[src/hw/rtl/tmps_pkg.sv]
// Shared types, codes and constants for the timed motion pattern sequencer.
// No dependencies; imported by every module of the block.
package tmps_pkg;

	// Shared multiplier geometry
	localparam int MUL_W  = 24;
	localparam int PROD_W = 2 * MUL_W;

	// Configuration port
	localparam int CFG_IDX_W  = 3;
	localparam int CFG_DATA_W = 16;

	localparam logic [CFG_IDX_W-1:0] CFG_HOVER_HEIGHT  = 3'd0;
	localparam logic [CFG_IDX_W-1:0] CFG_ALT_GAIN      = 3'd1;
	localparam logic [CFG_IDX_W-1:0] CFG_ALT_TOL       = 3'd2;
	localparam logic [CFG_IDX_W-1:0] CFG_TURN_RATE     = 3'd3;
	localparam logic [CFG_IDX_W-1:0] CFG_FWD_SPEED     = 3'd4;
	localparam logic [CFG_IDX_W-1:0] CFG_SINE_AMP      = 3'd5;
	localparam logic [CFG_IDX_W-1:0] CFG_SINE_STEP     = 3'd6;
	localparam logic [CFG_IDX_W-1:0] CFG_SPIRAL_SLOPE  = 3'd7;

	localparam logic [11:0] RST_HOVER_HEIGHT = 12'd512;
	localparam logic [11:0] RST_ALT_GAIN     = 12'd256;
	localparam logic [7:0]  RST_ALT_TOL      = 8'd26;
	localparam logic [9:0]  RST_TURN_RATE    = 10'd128;
	localparam logic [10:0] RST_FWD_SPEED    = 11'd128;
	localparam logic [9:0]  RST_SINE_AMP     = 10'd256;
	localparam logic [15:0] RST_SINE_STEP    = 16'd655;
	localparam logic [10:0] RST_SPIRAL_SLOPE = 11'd26;

	// Pattern phases
	localparam logic [2:0] PH_CLIMB   = 3'd0;
	localparam logic [2:0] PH_TURN_A  = 3'd1;
	localparam logic [2:0] PH_SINE_XY = 3'd2;
	localparam logic [2:0] PH_TURN_B  = 3'd3;
	localparam logic [2:0] PH_SPIRAL  = 3'd4;
	localparam logic [2:0] PH_TURN_C  = 3'd5;
	localparam logic [2:0] PH_SINE_Z  = 3'd6;
	localparam logic [2:0] PH_HOVER   = 3'd7;

	// x/10 == (x * DIV10_RECIP) >> DIV10_SHIFT, exact for x below 699050
	localparam logic [MUL_W-1:0] DIV10_RECIP = 24'd419431;
	localparam int               DIV10_SHIFT = 22;

	// spiral ramp magnitude clip; anything above saturates the output anyway
	localparam logic [18:0] SPIRAL_MAG_MAX = 19'h7FFFF;

	typedef struct packed {
		logic [11:0] hover_height;
		logic [11:0] altitude_gain;
		logic [7:0]  altitude_tolerance;
		logic [9:0]  turn_rate;
		logic [10:0] forward_speed;
		logic [9:0]  sine_amplitude;
		logic [15:0] sine_phase_step;
		logic [10:0] spiral_slope;
	} cfg_t;

	// quarter-wave sine, Q1.14, 16 segments plus the end point
	function automatic logic [14:0] qsine(input logic [4:0] idx);
		logic [14:0] v;
		unique case (idx)
			5'd0:    v = 15'd0;
			5'd1:    v = 15'd1606;
			5'd2:    v = 15'd3196;
			5'd3:    v = 15'd4756;
			5'd4:    v = 15'd6270;
			5'd5:    v = 15'd7723;
			5'd6:    v = 15'd9102;
			5'd7:    v = 15'd10394;
			5'd8:    v = 15'd11585;
			5'd9:    v = 15'd12665;
			5'd10:   v = 15'd13623;
			5'd11:   v = 15'd14449;
			5'd12:   v = 15'd15137;
			5'd13:   v = 15'd15679;
			5'd14:   v = 15'd16069;
			5'd15:   v = 15'd16305;
			5'd16:   v = 15'd16384;
			default: v = 15'd0;
		endcase
		return v;
	endfunction

	function automatic logic signed [15:0] sat16(input logic signed [19:0] v);
		logic signed [15:0] r;
		if (v > 20'sd32767)
			r = 16'sh7FFF;
		else if (v < -20'sd32768)
			r = 16'sh8000;
		else
			r = v[15:0];
		return r;
	endfunction

endpackage

[src/hw/rtl/tmps_cfg.sv]
// Configuration register file of the motion pattern sequencer.
// Depends on tmps_pkg for the register indexes, reset values and cfg_t.
module tmps_cfg import tmps_pkg::*; (
	input  logic                  clk,
	input  logic                  arst_n,
	input  logic                  cfg_we,
	input  logic [CFG_IDX_W-1:0]  cfg_index,
	input  logic [CFG_DATA_W-1:0] cfg_data,
	output cfg_t                  cfg
);

	cfg_t cfg_q;

	always_ff @(posedge clk or negedge arst_n) begin
		if (!arst_n) begin
			cfg_q.hover_height       <= RST_HOVER_HEIGHT;
			cfg_q.altitude_gain      <= RST_ALT_GAIN;
			cfg_q.altitude_tolerance <= RST_ALT_TOL;
			cfg_q.turn_rate          <= RST_TURN_RATE;
			cfg_q.forward_speed      <= RST_FWD_SPEED;
			cfg_q.sine_amplitude     <= RST_SINE_AMP;
			cfg_q.sine_phase_step    <= RST_SINE_STEP;
			cfg_q.spiral_slope       <= RST_SPIRAL_SLOPE;
		end else if (cfg_we) begin
			unique case (cfg_index)
				CFG_HOVER_HEIGHT: cfg_q.hover_height       <= cfg_data[11:0];
				CFG_ALT_GAIN:     cfg_q.altitude_gain      <= cfg_data[11:0];
				CFG_ALT_TOL:      cfg_q.altitude_tolerance <= cfg_data[7:0];
				CFG_TURN_RATE:    cfg_q.turn_rate          <= cfg_data[9:0];
				CFG_FWD_SPEED:    cfg_q.forward_speed      <= cfg_data[10:0];
				CFG_SINE_AMP:     cfg_q.sine_amplitude     <= cfg_data[9:0];
				CFG_SINE_STEP:    cfg_q.sine_phase_step    <= cfg_data[15:0];
				CFG_SPIRAL_SLOPE: cfg_q.spiral_slope       <= cfg_data[10:0];
			endcase
		end
	end

	assign cfg = cfg_q;

endmodule

[src/hw/rtl/tmps_mul.sv]
// Shared signed multiplier with a registered product.
// Depends on tmps_pkg for the operand width.
module tmps_mul import tmps_pkg::*; (
	input  logic                     clk,
	input  logic signed [MUL_W-1:0]  a,
	input  logic signed [MUL_W-1:0]  b,
	output logic signed [PROD_W-1:0] prod_s1
);

	always_ff @(posedge clk) begin
		prod_s1 <= a * b;
	end

endmodule

[src/hw/rtl/timed_motion_pattern_sequencer.sv]
// Timed motion pattern sequencer: eight-phase flight pattern, one Q8.8 velocity
// command per transaction. All products go through one registered multiplier that a
// small sequencer steps through an issue state and a post state for each product.
// A new item is taken only once the sequencer is back in idle, and a stalled output
// holds the sequencer in its post state.
// arst_n clears the phase, tick counter, simulated altitude and output valid, and
// loads the config registers with their defaults.
module timed_motion_pattern_sequencer import tmps_pkg::*; #(
	parameter int unsigned TURN_TICKS          = 20,
	parameter int unsigned SINE_TICKS          = 100,
	parameter int unsigned SPIRAL_TICKS        = 100,
	parameter int unsigned CLIMB_TIMEOUT_TICKS = 30,
	parameter int          SPIRAL_START_SPEED  = 128,
	parameter int          SPIRAL_START_TURN   = 128
) (
	input  logic                  clk,
	input  logic                  arst_n,
	input  logic                  cfg_we,
	input  logic [CFG_IDX_W-1:0]  cfg_index,
	input  logic [CFG_DATA_W-1:0] cfg_data,
	input  logic                  in_valid,
	output logic                  in_ready,
	input  logic [3:0]            ticks,
	output logic                  out_valid,
	input  logic                  out_ready,
	output logic signed [15:0]    vel_x,
	output logic signed [15:0]    vel_y,
	output logic signed [15:0]    vel_z,
	output logic signed [15:0]    yaw_rate,
	output logic [2:0]            phase
);

	typedef enum logic [2:0] {
		ST_IDLE = 3'b001,
		ST_MUL  = 3'b010,
		ST_POST = 3'b100
	} state_t;

	cfg_t cfg;

	state_t             state_q;
	logic [1:0]         step_q;
	logic [2:0]         pattern_q;
	logic [15:0]        tip_q;
	logic signed [15:0] alt_q;
	logic               out_valid_q;

	logic [15:0]        e_q;
	logic               neg_q;
	logic [20:0]        mag_q;
	logic signed [8:0]  qv_q;
	logic [14:0]        base_q;
	logic [10:0]        diff_q;
	logic [9:0]         frac_q;
	logic signed [15:0] vel_x_q, vel_y_q, vel_z_q, yaw_q;
	logic [2:0]         phase_q;

	logic signed [MUL_W-1:0]  mul_a, mul_b;
	logic signed [PROD_W-1:0] prod_s1;

	tmps_cfg u_cfg (
		.clk       (clk),
		.arst_n    (arst_n),
		.cfg_we    (cfg_we),
		.cfg_index (cfg_index),
		.cfg_data  (cfg_data),
		.cfg       (cfg)
	);

	tmps_mul u_mul (
		.clk     (clk),
		.a       (mul_a),
		.b       (mul_b),
		.prod_s1 (prod_s1)
	);

	// saturating elapsed time
	logic [16:0] e_sum;
	logic [15:0] e_sat;
	assign e_sum = {1'b0, tip_q} + {13'd0, ticks};
	assign e_sat = e_sum[16] ? 16'hFFFF : e_sum[15:0];

	// altitude error
	logic signed [17:0] err;
	logic [17:0]        aerr;
	assign err  = $signed({6'd0, cfg.hover_height}) - $signed({{2{alt_q[15]}}, alt_q});
	assign aerr = err[17] ? 18'(-err) : 18'(err);

	logic [1:0] last_step;
	always_comb begin
		unique case (pattern_q)
			PH_CLIMB, PH_SPIRAL:   last_step = 2'd1;
			PH_SINE_XY, PH_SINE_Z: last_step = 2'd2;
			default:               last_step = 2'd0;
		endcase
	end

	// multiplier operand selection
	logic [MUL_W-1:0] div10_x;
	assign div10_x = {3'd0, mag_q} + 24'd5;

	always_comb begin
		mul_a = '0;
		mul_b = '0;
		unique case (pattern_q)
			PH_CLIMB: begin
				if (step_q == 2'd0) begin
					mul_a = {{(MUL_W-18){err[17]}}, err};
					mul_b = {12'd0, cfg.altitude_gain};
				end else begin
					mul_a = div10_x;
					mul_b = DIV10_RECIP;
				end
			end
			PH_SPIRAL: begin
				if (step_q == 2'd0) begin
					mul_a = {{(MUL_W-11){cfg.spiral_slope[10]}}, cfg.spiral_slope};
					mul_b = {8'd0, e_q};
				end else begin
					mul_a = div10_x;
					mul_b = DIV10_RECIP;
				end
			end
			PH_SINE_XY, PH_SINE_Z: begin
				if (step_q == 2'd0) begin
					mul_a = {8'd0, cfg.sine_phase_step};
					mul_b = {8'd0, e_q};
				end else if (step_q == 2'd1) begin
					mul_a = {13'd0, diff_q};
					mul_b = {14'd0, frac_q};
				end else begin
					mul_a = {14'd0, cfg.sine_amplitude};
					mul_b = {3'd0, mag_q};
				end
			end
			default: begin
				mul_a = '0;
				mul_b = '0;
			end
		endcase
	end

	// climb: floor(gain*err/256) clamped to +-128
	logic signed [PROD_W-1:0] q_full;
	logic signed [8:0]        q_clamp;
	logic [8:0]               q_abs;
	assign q_full  = prod_s1 >>> 8;
	assign q_clamp = (q_full > 48'sd128)  ?  9'sd128 :
	                 (q_full < -48'sd128) ? -9'sd128 : q_full[8:0];
	assign q_abs   = q_clamp[8] ? 9'(-q_clamp) : 9'(q_clamp);

	// spiral: |slope*e|, clipped
	logic [PROD_W-1:0] sp_abs;
	logic [18:0]       sp_mag;
	assign sp_abs = prod_s1[PROD_W-1] ? PROD_W'(-prod_s1) : PROD_W'(prod_s1);
	assign sp_mag = (sp_abs > {29'd0, SPIRAL_MAG_MAX}) ? SPIRAL_MAG_MAX : sp_abs[18:0];

	// rounded divide by ten, sign restored
	logic [16:0]        d10;
	logic signed [19:0] d10_s;
	assign d10   = prod_s1[DIV10_SHIFT +: 17];
	assign d10_s = neg_q ? -$signed({3'd0, d10}) : $signed({3'd0, d10});

	// sine table lookup
	logic [15:0] sp_p;
	logic [14:0] rr;
	logic [4:0]  rr_idx;
	logic [14:0] tb_base, tb_next;
	logic [10:0] tb_diff;
	assign sp_p    = prod_s1[15:0];
	assign rr      = sp_p[14] ? (15'h4000 - {1'b0, sp_p[13:0]}) : {1'b0, sp_p[13:0]};
	assign rr_idx  = rr[14:10];
	assign tb_base = qsine(rr_idx);
	assign tb_next = qsine(rr_idx + 5'd1);
	assign tb_diff = rr_idx[4] ? 11'd0 : 11'(tb_next - tb_base);

	logic [14:0] s_interp;
	assign s_interp = base_q + {4'd0, prod_s1[20:10]};

	logic [25:0]        sv_rnd;
	logic [9:0]         sv_mag;
	logic signed [15:0] sv;
	assign sv_rnd = {1'b0, prod_s1[24:0]} + 26'd8192;
	assign sv_mag = sv_rnd[23:14];
	assign sv     = neg_q ? -$signed({6'd0, sv_mag}) : $signed({6'd0, sv_mag});

	// results of the final step
	logic signed [15:0] fwd_s;
	logic signed [15:0] alt_next;
	logic signed [15:0] res_x, res_y, res_z, res_w;
	logic               leave;
	assign fwd_s    = {{5{cfg.forward_speed[10]}}, cfg.forward_speed};
	assign alt_next = sat16({{4{alt_q[15]}}, alt_q} + d10_s);

	always_comb begin
		res_x = '0;
		res_y = '0;
		res_z = '0;
		res_w = '0;
		leave = 1'b0;
		unique case (pattern_q)
			PH_CLIMB: begin
				res_z = {{7{qv_q[8]}}, qv_q};
				leave = (aerr < {10'd0, cfg.altitude_tolerance}) ||
				        (e_q > 16'(CLIMB_TIMEOUT_TICKS));
			end
			PH_TURN_A, PH_TURN_B, PH_TURN_C: begin
				res_w = -$signed({6'd0, cfg.turn_rate});
				leave = e_q > 16'(TURN_TICKS);
			end
			PH_SINE_XY: begin
				res_x = fwd_s;
				res_y = sv;
				leave = e_q > 16'(SINE_TICKS);
			end
			PH_SINE_Z: begin
				res_x = fwd_s;
				res_z = sv;
				leave = e_q > 16'(SINE_TICKS);
			end
			PH_SPIRAL: begin
				res_x = sat16($signed(20'(SPIRAL_START_SPEED)) + d10_s);
				res_w = sat16($signed(20'(SPIRAL_START_TURN)) + d10_s);
				leave = e_q > 16'(SPIRAL_TICKS);
			end
			default: begin
				leave = 1'b0;
			end
		endcase
	end

	logic is_last, slot_free, fire;
	assign is_last   = step_q == last_step;
	assign slot_free = !out_valid_q || out_ready;
	assign fire      = (state_q == ST_POST) && is_last && slot_free;
	assign in_ready  = state_q == ST_IDLE;

	// control
	always_ff @(posedge clk or negedge arst_n) begin
		if (!arst_n) begin
			state_q     <= ST_IDLE;
			step_q      <= 2'd0;
			pattern_q   <= PH_CLIMB;
			tip_q       <= 16'd0;
			alt_q       <= 16'sd0;
			out_valid_q <= 1'b0;
		end else begin
			if (fire)
				out_valid_q <= 1'b1;
			else if (out_ready)
				out_valid_q <= 1'b0;

			unique case (state_q)
				ST_IDLE: begin
					if (in_valid) begin
						step_q  <= 2'd0;
						state_q <= ST_MUL;
					end
				end
				ST_MUL: begin
					state_q <= ST_POST;
				end
				ST_POST: begin
					if (!is_last) begin
						step_q  <= step_q + 2'd1;
						state_q <= ST_MUL;
					end else if (slot_free) begin
						if (pattern_q == PH_CLIMB)
							alt_q <= alt_next;
						if (leave) begin
							pattern_q <= pattern_q + 3'd1;
							tip_q     <= 16'd0;
						end else begin
							tip_q <= e_q;
						end
						state_q <= ST_IDLE;
					end
				end
				default: state_q <= ST_IDLE;
			endcase
		end
	end

	// datapath registers
	always_ff @(posedge clk) begin
		if (in_valid && in_ready)
			e_q <= e_sat;

		if (state_q == ST_POST && !is_last) begin
			unique case (pattern_q)
				PH_CLIMB: begin
					qv_q  <= q_clamp;
					neg_q <= q_clamp[8];
					mag_q <= {12'd0, q_abs};
				end
				PH_SPIRAL: begin
					neg_q <= prod_s1[PROD_W-1];
					mag_q <= {2'd0, sp_mag};
				end
				PH_SINE_XY, PH_SINE_Z: begin
					if (step_q == 2'd0) begin
						neg_q  <= sp_p[15];
						base_q <= tb_base;
						diff_q <= tb_diff;
						frac_q <= rr[9:0];
					end else begin
						mag_q <= {6'd0, s_interp};
					end
				end
				default: begin
					neg_q <= neg_q;
				end
			endcase
		end

		if (fire) begin
			vel_x_q <= res_x;
			vel_y_q <= res_y;
			vel_z_q <= res_z;
			yaw_q   <= res_w;
			phase_q <= leave ? pattern_q + 3'd1 : pattern_q;
		end
	end

	assign out_valid = out_valid_q;
	assign vel_x     = vel_x_q;
	assign vel_y     = vel_y_q;
	assign vel_z     = vel_z_q;
	assign yaw_rate  = yaw_q;
	assign phase     = phase_q;

endmodule

[config.mk]
export PLATFORM = sky130hd
export DESIGN_NAME = timed_motion_pattern_sequencer
export DESIGN_NICKNAME = d
export VERILOG_FILES = /design/src/hw/rtl/tmps_pkg.sv /design/src/hw/rtl/tmps_cfg.sv /design/src/hw/rtl/tmps_mul.sv /design/src/hw/rtl/timed_motion_pattern_sequencer.sv
export SDC_FILE = /design/constraint.sdc
export NUM_CORES = 2
export LEC_CHECK = 0
export ABC_AREA = 1
export BUFFER_PORTS_ARGS = -buffer_cell sky130_fd_sc_hd__buf_2
export CORE_UTILIZATION = 50
export CTS_BUF_LIST = sky130_fd_sc_hd__clkbuf_16
export DETAILED_ROUTE_END_ITERATION = 6
export GPL_TIMING_DRIVEN = 0
export PLACE_DENSITY = 0.72
export SLEW_MARGIN = 20
export SYNTH_ARGS = -nofsm -noshare
export SYNTH_HDL_FRONTEND = slang
export SYNTH_SLANG_ARGS = --single-unit
[constraint.sdc]
create_clock -name clk -period 23.6 [get_ports clk]
set_clock_uncertainty 0.05 [all_clocks]
set_input_delay 4.72 -clock clk [delete_from_list [all_inputs] [get_ports clk]]
set_output_delay 4.72 -clock clk [all_outputs]
set_load 0.01 [all_outputs]
==> impl_summary.txt <==
----------------------------------------------------
[Run status]
  Outcome ... complete, but fails checks
  Violations in the final reports ... DRC

[Setup path]
  Critical Path RT ... 23980 ps
  Startpoint of the worst setup timing path ... pattern_q[0]
  Slowest Stage Delay on Critical Path ... 760 ps
  Highest net fanout along the worst path ... 10
  Worst path arrival time ... 11290 ps
  Crit path depth ... 36
  Cell count of the worst reg-to-reg path ... 36
  Critical Path Sink Type ... register
  Path type of the worst setup path ... register to register
  Worst path top cell family by delay ... adder cells
  FF-to-FF End ... u_mul.prod_s1[42]
  Critical path startpoint category ... register
  Sum of buffers and inverters on the critical path ... 11
  Top cell by count, worst path ... sky130_fd_sc_hd__inv_1
  FF-to-FF Start ... pattern_q[0]
  Slowest stage cell, crit path ... sky130_fd_sc_hd__fa_1
  Slack of the worst reg-to-reg path ... 12690 ps

[Placed design]
  Detailed-placement wirelength estimate ... 90530 um
  Port Buf Inserts ... 96
  Placer's final routability congestion estimate ... 0.9722

[CTS]
  Number of H-tree levels ... 2
  Count of instances resized after the clock tree is built ... 0
  Bufs on Longest Clock Path ... 3
  Root buffer cell ... sky130_fd_sc_hd__clkbuf_16
  Clock-pin slew on the worst setup and hold paths ... 60 ps
  CTS Sinks ... 325
  Number of buffers created by CTS ... 35
  CTS tree ... yes
  Later-pin clock latency in the skew report ... 560 ps
  Hold buffers post-CTS ... 0
  Number of post-CTS setup repair buffers ... 0

[Min path]
  WHS Path Cells ... 2
  Start point of the worst hold path ... u_cfg.cfg[28]
  Hold Path End ... u_cfg.cfg[28]
  Min-delay worst type ... register to register

[Global routing]
  Number of global-route vias before repair ... 31.00k
  Sum of overflow across all layers after global routing ... 0
  Initial antenna violation count ... 6
  Global-route usage over all layers ... 0.3043
  Wire length of the first global-routing pass ... 174100 um
  Maximum number of pins on one net before global-route repair ... 90

[Final layout]
  ANT cells ... 0
  Area added between synthesis and finish ... 8.377%
  Leading cell type in the layout, fill and taps excluded ... sky130_fd_sc_hd__nand2_1
  Fraction of layout instances using a drive strength above 1 ... 0.06356
  # nets final ... 5395
  Finished Core Util ... 0.5482
  Commonest non-fill, non-tap cells in the layout ... 975 x sky130_fd_sc_hd__nand2_1, 922 x sky130_fd_sc_hd__inv_1, 428 x sky130_fd_sc_hd__nor2_1

[Die]
  Total number of placement rows ... 98
  Horizontal die dimension ... 271.2 um
  I/O pin count ... 97
  Die Y-Extent ... 271.2 um
  Initial core utilization ... 0.5058
  Core area ... 0.07161 mm^2
  Total Die Area ... 0.07353 mm^2

[Timing]
  Hold violation count in the final report ... 0
  Setup repair after global routing missed its margin ... no
  Final number of max-transition violations ... 0
  Worst hold margin ... 433.6 ps
  Highest clock frequency the design can meet ... 0.09165 GHz
  Min Clock Period, post-route ... 10910 ps
  Final period utilization ... 0.4624
  Worst Tran Pin Value ... 1245 ps
  Total Neg Setup Slack ... 0 ps
  Number of setup violations in the final report ... 0
  Relative slew margins ... 0.1702

[Logic synthesis]
  Synthesized cell area ... 0.03622 mm^2
  Async set-or-reset flop fraction in the synthesized netlist ... 0.4031
  Synthesis-stage register bit count ... 325
  Predominant post-synthesis flop cell ... sky130_fd_sc_hd__edfxtp_1
  Share of synthesized area occupied by flip-flops and latches ... 0.2392
  Number of enable-type register cells in the synthesized netlist ... 148
  Yosys synthesis warning count ... 0
  Number of distinct standard cells referenced by the synthesized netlist ... 70
  Gate count after technology mapping ... 4591
  Mean area per synthesized cell ... 7.890 um^2

[Routing]
  Via count ... 31.46k
  Drt total wl ... 109900 um
  DR pass1 iterations ... 7
  Antenna-violating nets left ... 0
  Initial DRC count ... 3114
  Number of remaining DRC errors ... 2
  Via density per instance ... 5.503
  Average detailed-routed wire length per instance ... 19.22 um

[Power and ir drop]
  Static leakage ... 0.01935 uW
  PnR Total Power ... 6160 uW
  Power density over cell area ... 156.9 mW/mm^2
  Maximum VDD drop ... 81.39 uV

[Job]
  # Max-Cap Violations ... 0

----------------------------------------------------
-- power breakdown --
part | internal (uW) | total [uW] | switching, uW
Sequential | 797 | 926 | 129
Clock | 315 | 563 | 248
Combinational | 1530 | 4670 | 3140
Total | 2640 | 6160 | 3520
-- worst max path at each step --
stage	slack, ps	end
final	12690	u_mul.prod_s1[42]
after global placement	12770	u_mul.prod_s1[39]
after CTS	12920	u_mul.prod_s1[42]
after detailed placement	13010	u_mul.prod_s1[42]
after global routing	12150	u_mul.prod_s1[42]
after floorplan	15220	u_mul.prod_s1[42]
-- synthesized netlist by cell type, types with 15 or more instances --
cell                       number  share of area
sky130_fd_sc_hd__o211ai_1      23         0.0048
sky130_fd_sc_hd__a21oi_1      175          0.024
sky130_fd_sc_hd__dfrtp_1      113          0.078
sky130_fd_sc_hd__nand2_1      975           0.10
sky130_fd_sc_hd__o21ai_0      292          0.040
sky130_fd_sc_hd__nor2_1       430          0.045
sky130_fd_sc_hd__inv_1        914          0.095
sky130_fd_sc_hd__nand3b_1      15         0.0031
sky130_fd_sc_hd__fa_1         413           0.23
sky130_fd_sc_hd__xor2_1       107          0.026
sky130_fd_sc_hd__nand4_1       35         0.0060
sky130_fd_sc_hd__nand3_1      180          0.025
sky130_fd_sc_hd__dfstp_2       18          0.013
sky130_fd_sc_hd__clkbuf_1      97          0.010
sky130_fd_sc_hd__xnor2_1       48          0.012
sky130_fd_sc_hd__ha_1         214          0.074
sky130_fd_sc_hd__buf_2         17         0.0023
sky130_fd_sc_hd__edfxtp_1     148           0.12
sky130_fd_sc_hd__or2_2         16         0.0028
sky130_fd_sc_hd__a31oi_1       25         0.0043
sky130_fd_sc_hd__dfxtp_1       46          0.025
sky130_fd_sc_hd__nor3_1        60         0.0083
-- final cells by class --
cell class	instances	area, um^2
Fill cell	6689	32350
Multi-Input combinational cell	3205	23540
Sequential cell	325	8666
Inverter	937	3520
Tap cell	950	1189
Clock buffer	36	900.9
Timing Repair Buffer	108	640.6
Buffer	128	548.0
Clock inverter	28	249.0
-- cells by family (layout without fill, tap and decap cells) --
kind of cell             after synthesis  in the layout  synth area share
AO/OA/AOI/OAI                        630            630           0.09934
XOR/XNOR                             162            162           0.04155
adder cells (fa/ha/maj)              627            627            0.3022
buffers and inverters               1065           1237            0.1122
flip-flops                           325            325            0.2392
multiplexers                           3              3         0.0009326
other                                  2              6         0.0002073
AND/OR/NAND/NOR                     1777           1777            0.2044
-- state kept, by name, indices dropped and copies added (netlist names) --
register and cells:
alt_q 16, base_q 15, diff_q 11, e_q 16, frac_q 10, mag_q 19
neg_q 1, out_valid 1, pattern_q 3, phase 3, qv_q 9, state_q 3
step_q 2, tip_q 16, u_cfg.cfg 90, u_mul.prod_s1 46, vel_x 16, vel_y 16
vel_z 16, yaw_rate 16
-- per-stage QoR --
stage / cells / instance area [um^2] / worst slack [ps]
6_report: 5717 / 39260 / 12690
4_1_cts: 5717 / 39250 / 12920
2_1_floorplan: 4595 / 36240 / 15220
3_5_place_dp: 5653 / 38100 / 13010
3_3_place_gp: 5641 / 37910 / 12770
5_1_grt: 5717 / 39260 / 12150
-- metal layers --
metal,vias to the layer above,routed length [um],track usage
met5,-,26,0
met4,4,4279,0.1072
met3,215,10940,0.06422
met2,1379,48620,0.4686
met1,15230,46040,0.4252
li1,14640,-,-
-- worst min-delay path, delay by kind of cell, from the launching register on --
| kind | cells | cell delay, ps |
|---|---|---|
| compound gates | 1 | 60 |
| simple gates | 1 | 50 |
| flops | 1 | 340 |
Note: power is estimated with default switching activity, not from simulation.
